`config.mk`:
```
export PLATFORM = sky130hd
export DESIGN_NAME = ipv6_lpm_cell
export DESIGN_NICKNAME = d
export VERILOG_FILES = /design/src/ipv6_lpm_pkg.sv /design/src/ipv6_lpm_cell.sv
export SDC_FILE = /design/constraint.sdc
export NUM_CORES = 1
export LEC_CHECK = 0
export BUFFER_PORTS_ARGS = -buffer_cell sky130_fd_sc_hd__buf_2
export CAP_MARGIN = 20
export CELL_PAD_IN_SITES_DETAIL_PLACEMENT = 1
export CELL_PAD_IN_SITES_GLOBAL_PLACEMENT = 2
export CORE_ASPECT_RATIO = 1.2
export CORE_MARGIN = 10
export CORE_UTILIZATION = 34
export CTS_BUF_LIST = sky130_fd_sc_hd__clkbuf_4 sky130_fd_sc_hd__clkbuf_8 sky130_fd_sc_hd__clkbuf_16
export DETAILED_ROUTE_END_ITERATION = 16
export PLACE_DENSITY = 0.94
export SYNTH_ARGS = -nofsm -noshare
export SYNTH_HDL_FRONTEND = slang
export SYNTH_SLANG_ARGS = --single-unit
```
`constraint.sdc`:
```
create_clock -name clock -period 19.1 [get_ports clock]
set_input_delay 1.91 -clock clock [delete_from_list [all_inputs] [get_ports clock]]
set_output_delay 1.91 -clock clock [all_outputs]
set_load 0.1 [all_outputs]
```
`src/ipv6_lpm_pkg.sv`:
```
// Shared types and constants for the IPv6 longest-prefix-match route table.
// Used by ipv6_lpm_cell and ipv6_route_longest_prefix_match.
`timescale 1ns / 1ps

package ipv6_lpm_pkg;

   // table size default and fixed field limits
   localparam int          DEFAULT_ENTRIES = 16;
   localparam logic [7:0]  FULL_LEN        = 8'd128;
   localparam logic [31:0] DEFAULT_IDLE    = 32'd300000;
   localparam logic [15:0] COST_MAX        = 16'hFFFF;

   typedef enum logic [1:0] {
      MODE_LOOKUP = 2'd0,
      MODE_ADD    = 2'd1,
      MODE_AGE    = 2'd2,
      MODE_IGNORE = 2'd3
   } mode_type;

   typedef enum logic [1:0] {
      STAT_OK       = 2'd0,
      STAT_NO_ROUTE = 2'd1,
      STAT_BAD_LEN  = 2'd2,
      STAT_FULL     = 2'd3
   } status_type;

   // request fields, held by the top level and broadcast to every cell
   typedef struct packed {
      mode_type    mode;
      logic [63:0] addr_high;
      logic [63:0] addr_low;
      logic [7:0]  prefix_bits;
      logic [15:0] route_cost;
      logic [63:0] hop_high;
      logic [63:0] hop_low;
      logic [31:0] now_ms;
   } req_type;

   // running best route handed from cell to cell
   typedef struct packed {
      logic        found;
      logic [7:0]  length;
      logic [15:0] cost;
      logic [63:0] hop_high;
      logic [63:0] hop_low;
   } best_type;

endpackage

```
`src/ipv6_lpm_cell.sv`:
```
// One route slot of the table plus its stage of the search chain.
// Depends on ipv6_lpm_pkg.
`timescale 1ns / 1ps

module ipv6_lpm_cell #(
   parameter int ROUTE_ENTRIES = ipv6_lpm_pkg::DEFAULT_ENTRIES,
   parameter int SLOT_ID       = 0,
   localparam int SLOT_W = (ROUTE_ENTRIES > 1) ? $clog2(ROUTE_ENTRIES) : 1,
   localparam int CNT_W  = $clog2(ROUTE_ENTRIES + 1)
) (
   input  logic                   clock,
   input  logic                   reset,
   input  ipv6_lpm_pkg::req_type  req,
   input  logic [31:0]            idle_limit,
   input  logic                   touch_en,
   input  logic [SLOT_W-1:0]      touch_slot,
   input  logic                   tok_valid,
   input  ipv6_lpm_pkg::best_type tok_best,
   input  logic [SLOT_W-1:0]      tok_slot,
   input  logic [CNT_W-1:0]       tok_cnt,
   output logic                   out_valid,
   output ipv6_lpm_pkg::best_type out_best,
   output logic [SLOT_W-1:0]      out_slot,
   output logic [CNT_W-1:0]       out_cnt
);
   import ipv6_lpm_pkg::*;

   localparam logic [SLOT_W-1:0] MY_SLOT = SLOT_W'(SLOT_ID);

   // entry storage
   logic        valid_ff;
   logic [63:0] pfx_high_ff, pfx_low_ff;
   logic [7:0]  len_ff;
   logic [15:0] cost_ff;
   logic [63:0] hop_high_ff, hop_low_ff;
   logic [31:0] last_use_ff;

   // chain stage
   logic              tok_valid_ff;
   best_type          best_ff, best_in;
   logic [SLOT_W-1:0] slot_ff, slot_in;
   logic [CNT_W-1:0]  cnt_ff, cnt_in;

   logic [63:0] mask_high, mask_low;
   logic        covers, better, take, place, stale;
   logic [31:0] idle_ms;

   // prefix masks and match against the broadcast address
   always_comb begin
      mask_high = (len_ff >= 8'd64) ? {64{1'b1}} : ~({64{1'b1}} >> len_ff[5:0]);
      if (len_ff <= 8'd64) begin
         mask_low = '0;
      end else if (len_ff >= FULL_LEN) begin
         mask_low = {64{1'b1}};
      end else begin
         mask_low = ~({64{1'b1}} >> len_ff[5:0]);
      end
      covers = (len_ff <= FULL_LEN) &&
               (((req.addr_high ^ pfx_high_ff) & mask_high) == 64'd0) &&
               (((req.addr_low ^ pfx_low_ff) & mask_low) == 64'd0);
   end

   // per-mode decisions for the beat passing this cell
   always_comb begin
      better  = (len_ff > tok_best.length) ||
                ((len_ff == tok_best.length) && (cost_ff < tok_best.cost));
      take    = tok_valid && (req.mode == MODE_LOOKUP) && valid_ff && covers && better;
      place   = tok_valid && (req.mode == MODE_ADD) && (req.prefix_bits <= FULL_LEN) &&
                !tok_best.found && !valid_ff;
      idle_ms = req.now_ms - last_use_ff;
      stale   = tok_valid && (req.mode == MODE_AGE) && valid_ff && (idle_ms > idle_limit);

      best_in = tok_best;
      slot_in = tok_slot;
      cnt_in  = tok_cnt;
      if (take) begin
         best_in = '{found: 1'b1, length: len_ff, cost: cost_ff,
                     hop_high: hop_high_ff, hop_low: hop_low_ff};
         slot_in = MY_SLOT;
      end else if (place) begin
         best_in = '{found: 1'b1, length: req.prefix_bits, cost: req.route_cost,
                     hop_high: req.hop_high, hop_low: req.hop_low};
         slot_in = MY_SLOT;
      end
      if (stale) begin
         cnt_in = tok_cnt + CNT_W'(1);
      end
   end

   // valid mark
   always_ff @(posedge clock) begin
      if (reset) begin
         valid_ff <= 1'b0;
      end else if (stale) begin
         valid_ff <= 1'b0;
      end else if (place) begin
         valid_ff <= 1'b1;
      end
   end

   // entry payload
   always_ff @(posedge clock) begin
      if (place) begin
         pfx_high_ff <= req.addr_high;
         pfx_low_ff  <= req.addr_low;
         len_ff      <= req.prefix_bits;
         cost_ff     <= req.route_cost;
         hop_high_ff <= req.hop_high;
         hop_low_ff  <= req.hop_low;
      end
      // lookup hit refresh arrives after the beat leaves the chain
      if (place || (touch_en && (touch_slot == MY_SLOT))) begin
         last_use_ff <= req.now_ms;
      end
   end

   // hand the beat to the next cell
   always_ff @(posedge clock) begin
      if (reset) begin
         tok_valid_ff <= 1'b0;
      end else begin
         tok_valid_ff <= tok_valid;
      end
   end

   always_ff @(posedge clock) begin
      best_ff <= best_in;
      slot_ff <= slot_in;
      cnt_ff  <= cnt_in;
   end

   assign out_valid = tok_valid_ff;
   assign out_best  = best_ff;
   assign out_slot  = slot_ff;
   assign out_cnt   = cnt_ff;

endmodule

```
==> metrics.cfg, run 1 <==
[flow_run]
maxCapViolCount = 0

[synthesis]
synth_top_cell_area_share = 0.435
syn_avg_cell_area_sq_um = 10.7
ys_top_cells_by_area = edfxtp_1, dfxtp_1, nand2_1
syn_area_sq_um = 21500
syn_inst = 2018
async_reset_ff_frac = 0
synthTopCellsByCount = edfxtp_1, nand2_1, nor2_1, dfxtp_1, a31oi_1
synth-edff-count = 312
ys_warn_count = 0
ys_seq_area_frac = 0.588
synth.most_common_cell = edfxtp_1
synth_seq_cells = 476
synth_flop_cell = edfxtp_1
synth_cell_types = 68
synth_top_cell_by_area = edfxtp_1
synthesis.nets = 2622

[die]
start_util = 0.345
die-area_sq_um = 73800
die_x_um = 250
io_pins = 679
rows = 100
die_h_um = 296
core_sq_um = 62300

[timing]
period_needed_ns = 6.78
finClkSkew_ns = 0.0229
worst_slew_pin_slew_ns = 1.10
finalHoldViolCount = 0
drv_slew = 0
fin_crit_sh = 0.355
finalSetupViolations = 0
max_freq_mhz = 148
timing.hold.ws_ns = 0.515
rsz0062_at_grt = false
max_slew_margin = 0.257
fin_tns_setup_ns = 0

[setup_path]
crit_path_max_incr_delay_ns = 0.64
startpoint = req[10]
crit_slowest_cell = or4b_2
crit_family = compound AO/OA/AOI/OAI gates
critPathCaptureType = flip-flop
worstSetupStartpointType = input port
worst-path-max-fanout = 6
crit_type = in -> reg
cp.required_ns = 19.57
rr_startpoint = len_ff[7]
crit_buf_inv = 1
crit_arrival_ns = 7.25
crit_chain = buf_2 -> ha_1 -> nand4_1 -> nor2_1 -> or4b_2 -> a31oi_1 -> a211oi_1 -> o31ai_1 -> a41oi_1 -> o21bai_1 -> xor2_1 -> ha_1 -> nand4_1 -> nor4_1 -> o211ai_1 -> a31oi_1 -> mux2_2

[route]
drtPass1Iterations = 7
drt-initial-drc-count = 1079
drt-total-wl_mm = 89.1
drc = 0
wl_per_cell_um = 25.0
dr_total_vias = 18634
ant_nets = 0
vias_per_cell = 5.23

[layout]
fin_nets = 3279
multi_input_area_sq_um = 8120
fillers = 7127
syn2layout_area_growth_pct = 28.1
drive_above_1_share = 0.300
seq_area_sq_um = 12700

[global_routing]
groute.usage.overall = 0.228
gr-total-overflow = 0
antenna_found_initial = 47
grt_pass1_wl_mm = 129
grt_pass1_vias = 20189
grt_max_degree = 137

[power_and_ir_drop]
leakagePower_uw = 0.0118
power.density_nw_per_um2 = 94.9
vdd_drop_max_v = 0.0000716

[clocking]
clk_latency_ns = 0.59
path_clk_slew_ns = 0.06
clock-sinks = 476
cts_tree = built
cts_buffers = 52
postCtsSetupBuffers = 0
cts_resized = 0
clockBufferDepth = 3
cts_root_buf = clkbuf_16
htreeDepth = 2
ctsHoldBuffers = 0

[hold_path]
hold_class = reg -> reg
worstHoldStart = hop_low_ff[47]

[outcome]
status = complete, no violations

[place]
place.gp.congestion = 0.957
port_buffers = 678
dp_hpwl_mm = 70.0

## sequential cells by signal, summed over array words and instances (netlist names)
| signal | flops |
|---|---|
| out_valid | 1 |
| hop_high_ff | 64 |
| out_cnt | 5 |
| len_ff | 8 |
| pfx_low_ff | 64 |
| out_best | 153 |
| cost_ff | 16 |
| hop_low_ff | 64 |
| out_slot | 4 |
| valid_ff | 1 |
| pfx_high_ff | 64 |
| last_use_ff | 32 |
## cells in the final DEF (no fill, tap or decap), drive strengths merged, types with 9 or more instances in the layout
| cell type | netlist | layout |
|---|---|---|
| buf | 30 | 698 |
| edfxtp | 312 | 312 |
| nand2 | 306 | 306 |
| nor2 | 227 | 227 |
| dfxtp | 164 | 164 |
| a31oi | 140 | 140 |
| a21oi | 116 | 116 |
| inv | 97 | 100 |
| xnor2 | 87 | 87 |
| ha | 87 | 87 |
| clkbuf | 65 | 84 |
| xor2 | 73 | 73 |
| o21ai | 55 | 55 |
| a21o | 36 | 36 |
| diode | 0 | 26 |
| nand4 | 26 | 26 |
| nor3 | 23 | 23 |
| nand3 | 21 | 21 |
| o21a | 14 | 14 |
| nor4 | 11 | 11 |
| o22ai | 11 | 11 |
| a211oi | 9 | 9 |
## worst min-delay path, stage by stage (launching register included)
cell	delay (ns)
edfxtp_1	0.32
nor2_1	0.04
a31oi_1	0.12
## where the power goes
| part | internal, uW | switching (uW) | leakage (uW) |
|---|---|---|---|
| Clock | 612 | 422 | 0.000891 |
| Sequential | 1130 | 12.6 | 0.00420 |
| Combinational | 123 | 312 | 0.00673 |
| Total | 1870 | 747 | 0.0118 |
## logic make-up (layout without fill, tap and decap cells)
group           Yosys count  after routing  share of synthesized area
simple gates            663            663                      0.130
flops                   476            476                      0.588
compound gates          434            434                      0.127
buf+inv                 192            892                     0.0358
xor+xnor                160            160                     0.0651
fa+ha+maj                92             92                     0.0534
mux                       1              1                   0.000523
other cells               0             26                          0
## final cells by class
| type | instances | area share |
|---|---|---|
| Tap cell | 816 | 0.0370 |
| Clock inverter | 13 | 0.00454 |
| Antenna cell | 26 | 0.00236 |
| Clock buffer | 84 | 0.0592 |
| Multi-Input combinational cell | 1350 | 0.295 |
| Sequential cell | 476 | 0.459 |
| Inverter | 97 | 0.0135 |
| Timing Repair Buffer | 698 | 0.130 |
## path summary, 6_finish.rpt
| path | endpoint | slack, ns | depth (start not counted) |
|---|---|---|---|
| worst min-delay path | out_best[47] | 0.52 | 2 |
| worst min register to register | out_best[47] | 0.52 | 2 |
| worst max register to register | out_best[55] | 13.33 | 12 |
| worst max-delay path | out_cnt[1] | 12.32 | 17 |
## metrics by stage
step           setup slack (ns)  area [sq um]  power (uW)  utilization  instances
6_report                  12.32         27600        2620        0.442       3560
5_1_grt                   12.10         27600        2710        0.442       3557
4_1_cts                   12.36         27400        2630        0.440       3531
3_5_place_dp              11.72         25700        1600        0.412       3434
3_3_place_gp              11.90         25700        1590        0.412       3434
2_1_floorplan              7.83         21500        1450            -       2018
## routing by layer
layer  GRT usage  share of wire
met3      0.0692          0.073
met4       0.103          0.046
met2       0.414           0.52
met1       0.240           0.36
met5           0         0.0030
(Power assumes the default switching activity.)
==> run 2, diff against run 1 <==
--- a/config.mk
+++ b/config.mk
@@ -11,10 +11,10 @@
 export CELL_PAD_IN_SITES_GLOBAL_PLACEMENT = 2
 export CORE_ASPECT_RATIO = 1.2
 export CORE_MARGIN = 10
-export CORE_UTILIZATION = 34
+export CORE_UTILIZATION = 28
 export CTS_BUF_LIST = sky130_fd_sc_hd__clkbuf_4 sky130_fd_sc_hd__clkbuf_8 sky130_fd_sc_hd__clkbuf_16
 export DETAILED_ROUTE_END_ITERATION = 16
-export PLACE_DENSITY = 0.94
+export PLACE_DENSITY = 0.83
 export SYNTH_ARGS = -nofsm -noshare
 export SYNTH_HDL_FRONTEND = slang
 export SYNTH_SLANG_ARGS = --single-unit
==> constraint.sdc (replaced) <==
create_clock -name clock -period 5.67 [get_ports clock]
set_input_delay 0.567 -clock clock [delete_from_list [all_inputs] [get_ports clock]]
set_output_delay 0.567 -clock clock [all_outputs]
set_load 0.1 [all_outputs]
==> run 2 against run 1 <==
Wire length about the same. Count of clock-buffer cells in the layout decreased by 4. Highest routed layer unchanged. Flip-flop and latch count unchanged. Clock skew decreased by 0.0031 ns. Die area increased by 20%. Sequential power increased to 3.4 times the previous value. Final cell count increased by 5.9%.
==> metrics.cfg, run 2 (synthesis results as in run 1) <==
[die]
rows = 111  ; +11%
die-area_sq_um = 88400  ; +20%
start_util = 0.282  ; -0.0631
die_x_um = 273  ; +9.4%
io_pins = 679  ; unchanged
die_h_um = 324  ; +9.5%
core_sq_um = 76200  ; +22%

[place]
dp_hpwl_mm = 70.8  ; +1.2%
place.gp.congestion = 0.947  ; -1.0%
place_area_sq_um = 26100  ; +1.6%
port_buffers = 678  ; unchanged

[route]
drt-total-wl_mm = 89.2  ; about the same
vias_per_cell = 4.89  ; -6.5%
ant_nets = 0  ; unchanged
drt-initial-drc-count = 1183  ; +9.6%
drc = 0  ; unchanged
dr_total_vias = 18452  ; -0.98%
wl_per_cell_um = 23.7  ; -5.5%
drtPass1Iterations = 5  ; -2

[timing]
drv_slew = 0  ; unchanged
max_freq_mhz = 189
max_slew_margin = 0.324  ; +0.0672
timing.hold.ws_ns = 0.150  ; -0.366 ns
period_needed_ns = 5.29
rsz0062_at_grt = false
worst_slew_pin_slew_ns = 1.01  ; -0.0891 ns
finalSetupViolations = 0  ; unchanged
finClkSkew_ns = 0.0198  ; -0.00306 ns
fin_crit_sh = 0.932
finalHoldViolCount = 0  ; unchanged

[layout]
drive_above_1_share = 0.303  ; +0.00293
syn2layout_area_growth_pct = 30.0
fin_nets = 3287  ; +0.24%
final_area_sq_um = 28000  ; +1.4%
mostFrequentLayoutCell = buf_2
final_cell_mix = buf_2, edfxtp_1, nand2_1
largest_register_ff_count = 153  ; unchanged

[clocking]
postCtsSetupBuffers = 0  ; unchanged
path_clk_slew_ns = 0.07  ; about the same
clk_latency_ns = 0.61  ; +0.02 ns
clock-sinks = 476  ; unchanged
clockBufferDepth = 3  ; unchanged
cts_resized = 0  ; unchanged
cts_tree = built
cts_root_buf = clkbuf_16
cts_buffers = 53  ; +1.9%
ctsHoldBuffers = 0  ; unchanged
htreeDepth = 2  ; unchanged

[setup_path]
crit_buf_inv = 3  ; +2
worst-path-max-fanout = 6  ; unchanged
crit_path_max_incr_delay_ns = 0.68  ; +0.04 ns
crit_arrival_ns = 5.77  ; -1.48 ns
critPathCaptureType = flip-flop
ff2ff_path_depth = 20  ; +8
crit_slowest_cell = or4b_2
worstSetupStartpointType = flip-flop
crit_type = reg -> reg
crit_chain = ha_1 -> inv_1 -> fa_1 -> a21o_1 -> a211oi_1 -> or4b_2 -> a31oi_1 -> a211oi_1 -> o31ai_1 -> a41oi_1 -> o21bai_1 -> xor2_1 -> ha_1 -> nand4_1 -> nor4_1 -> buf_4 -> o211ai_1 -> a31oi_1 -> buf_4 -> mux2_2
cp.required_ns = 6.15  ; -13.42 ns
rr_startpoint = last_use_ff[0]
startpoint = last_use_ff[0]
cp.depth = 20  ; +3
crit_family = compound AO/OA/AOI/OAI gates

[global_routing]
antenna_found_initial = 43  ; -8.5%
gr-total-overflow = 0  ; unchanged
busiest_layer = met2
groute.usage.overall = 0.193  ; -0.0358
grt_max_degree = 192  ; +40%
met3_usage = 0.0597  ; -0.00945
grtUsageMet1 = 0.197  ; -0.0431
grt_pass1_wl_mm = 128  ; -0.28%
grt_use_met2 = 0.354  ; -0.0591
grt_pass1_vias = 20137  ; -0.26%

[outcome]
status = complete, no violations

[power_and_ir_drop]
vdd_drop_max_v = 0.000251  ; +250%
power.density_nw_per_um2 = 318  ; +240%
leakagePower_uw = 0.0119  ; +0.56%
p_total_uw = 8900  ; +240%

[hold_path]
hold_depth = 1  ; -1
worstHoldStart = req[137]
hold_class = in -> reg

[flow_run]
maxCapViolCount = 0  ; unchanged

==> run 2: changes by cell type in the layout (fill, tap and decap cells not counted), sizes merged <==
cell / change
clkbuf: -4
clkinvlp: +2
clkinv: +4
diode: -1
bufinv: +1
buf: +7
==> run 2: stage by stage <==
step                setup TNS, ns   util  std cells  worst slack (ns)
CTS                             0  0.366       3745             0.335
detailed placement              0  0.342       3645           0.00838
global placement          -0.0655  0.342       3645           -0.0647
floorplan                       0      -       2018            0.0837
finish                          0  0.367       3770             0.384
global route                    0  0.367       3765             0.113
==> run 2: where the power goes <==
part	switching, uW	internal (uW)
combinational	1040	418
clock	1470	2100
sequential	46.8	3820
==> run 2: path summary, 6_finish.rpt <==
path                                         to  slack, ns
worst max register to register       out_cnt[1]       0.38
worst min register to register      out_best[3]       0.51
worst min-delay path            hop_high_ff[41]       0.15
worst max-delay path                 out_cnt[1]       0.38
==> run 2: routing by layer <==
| layer | up-vias | part of all wire |
|---|---|---|
| li1 | 8563 | - |
| met1 | 8968 | 0.36 |
| met2 | 677 | 0.52 |
| met3 | 208 | 0.073 |
| met4 | 36 | 0.045 |
| met5 | - | 0.0025 |
==> run 2: area by class of cell <==
class,instances,area [sq um]
tap,1017,1270
timing repair buffer,705,3670
antenna,25,62.6
fill,8802,48300
sequential,476,12700
clock buffer,80,1600
clock inverter,20,211
inverter,97,372
multi-input combinational,1350,8120
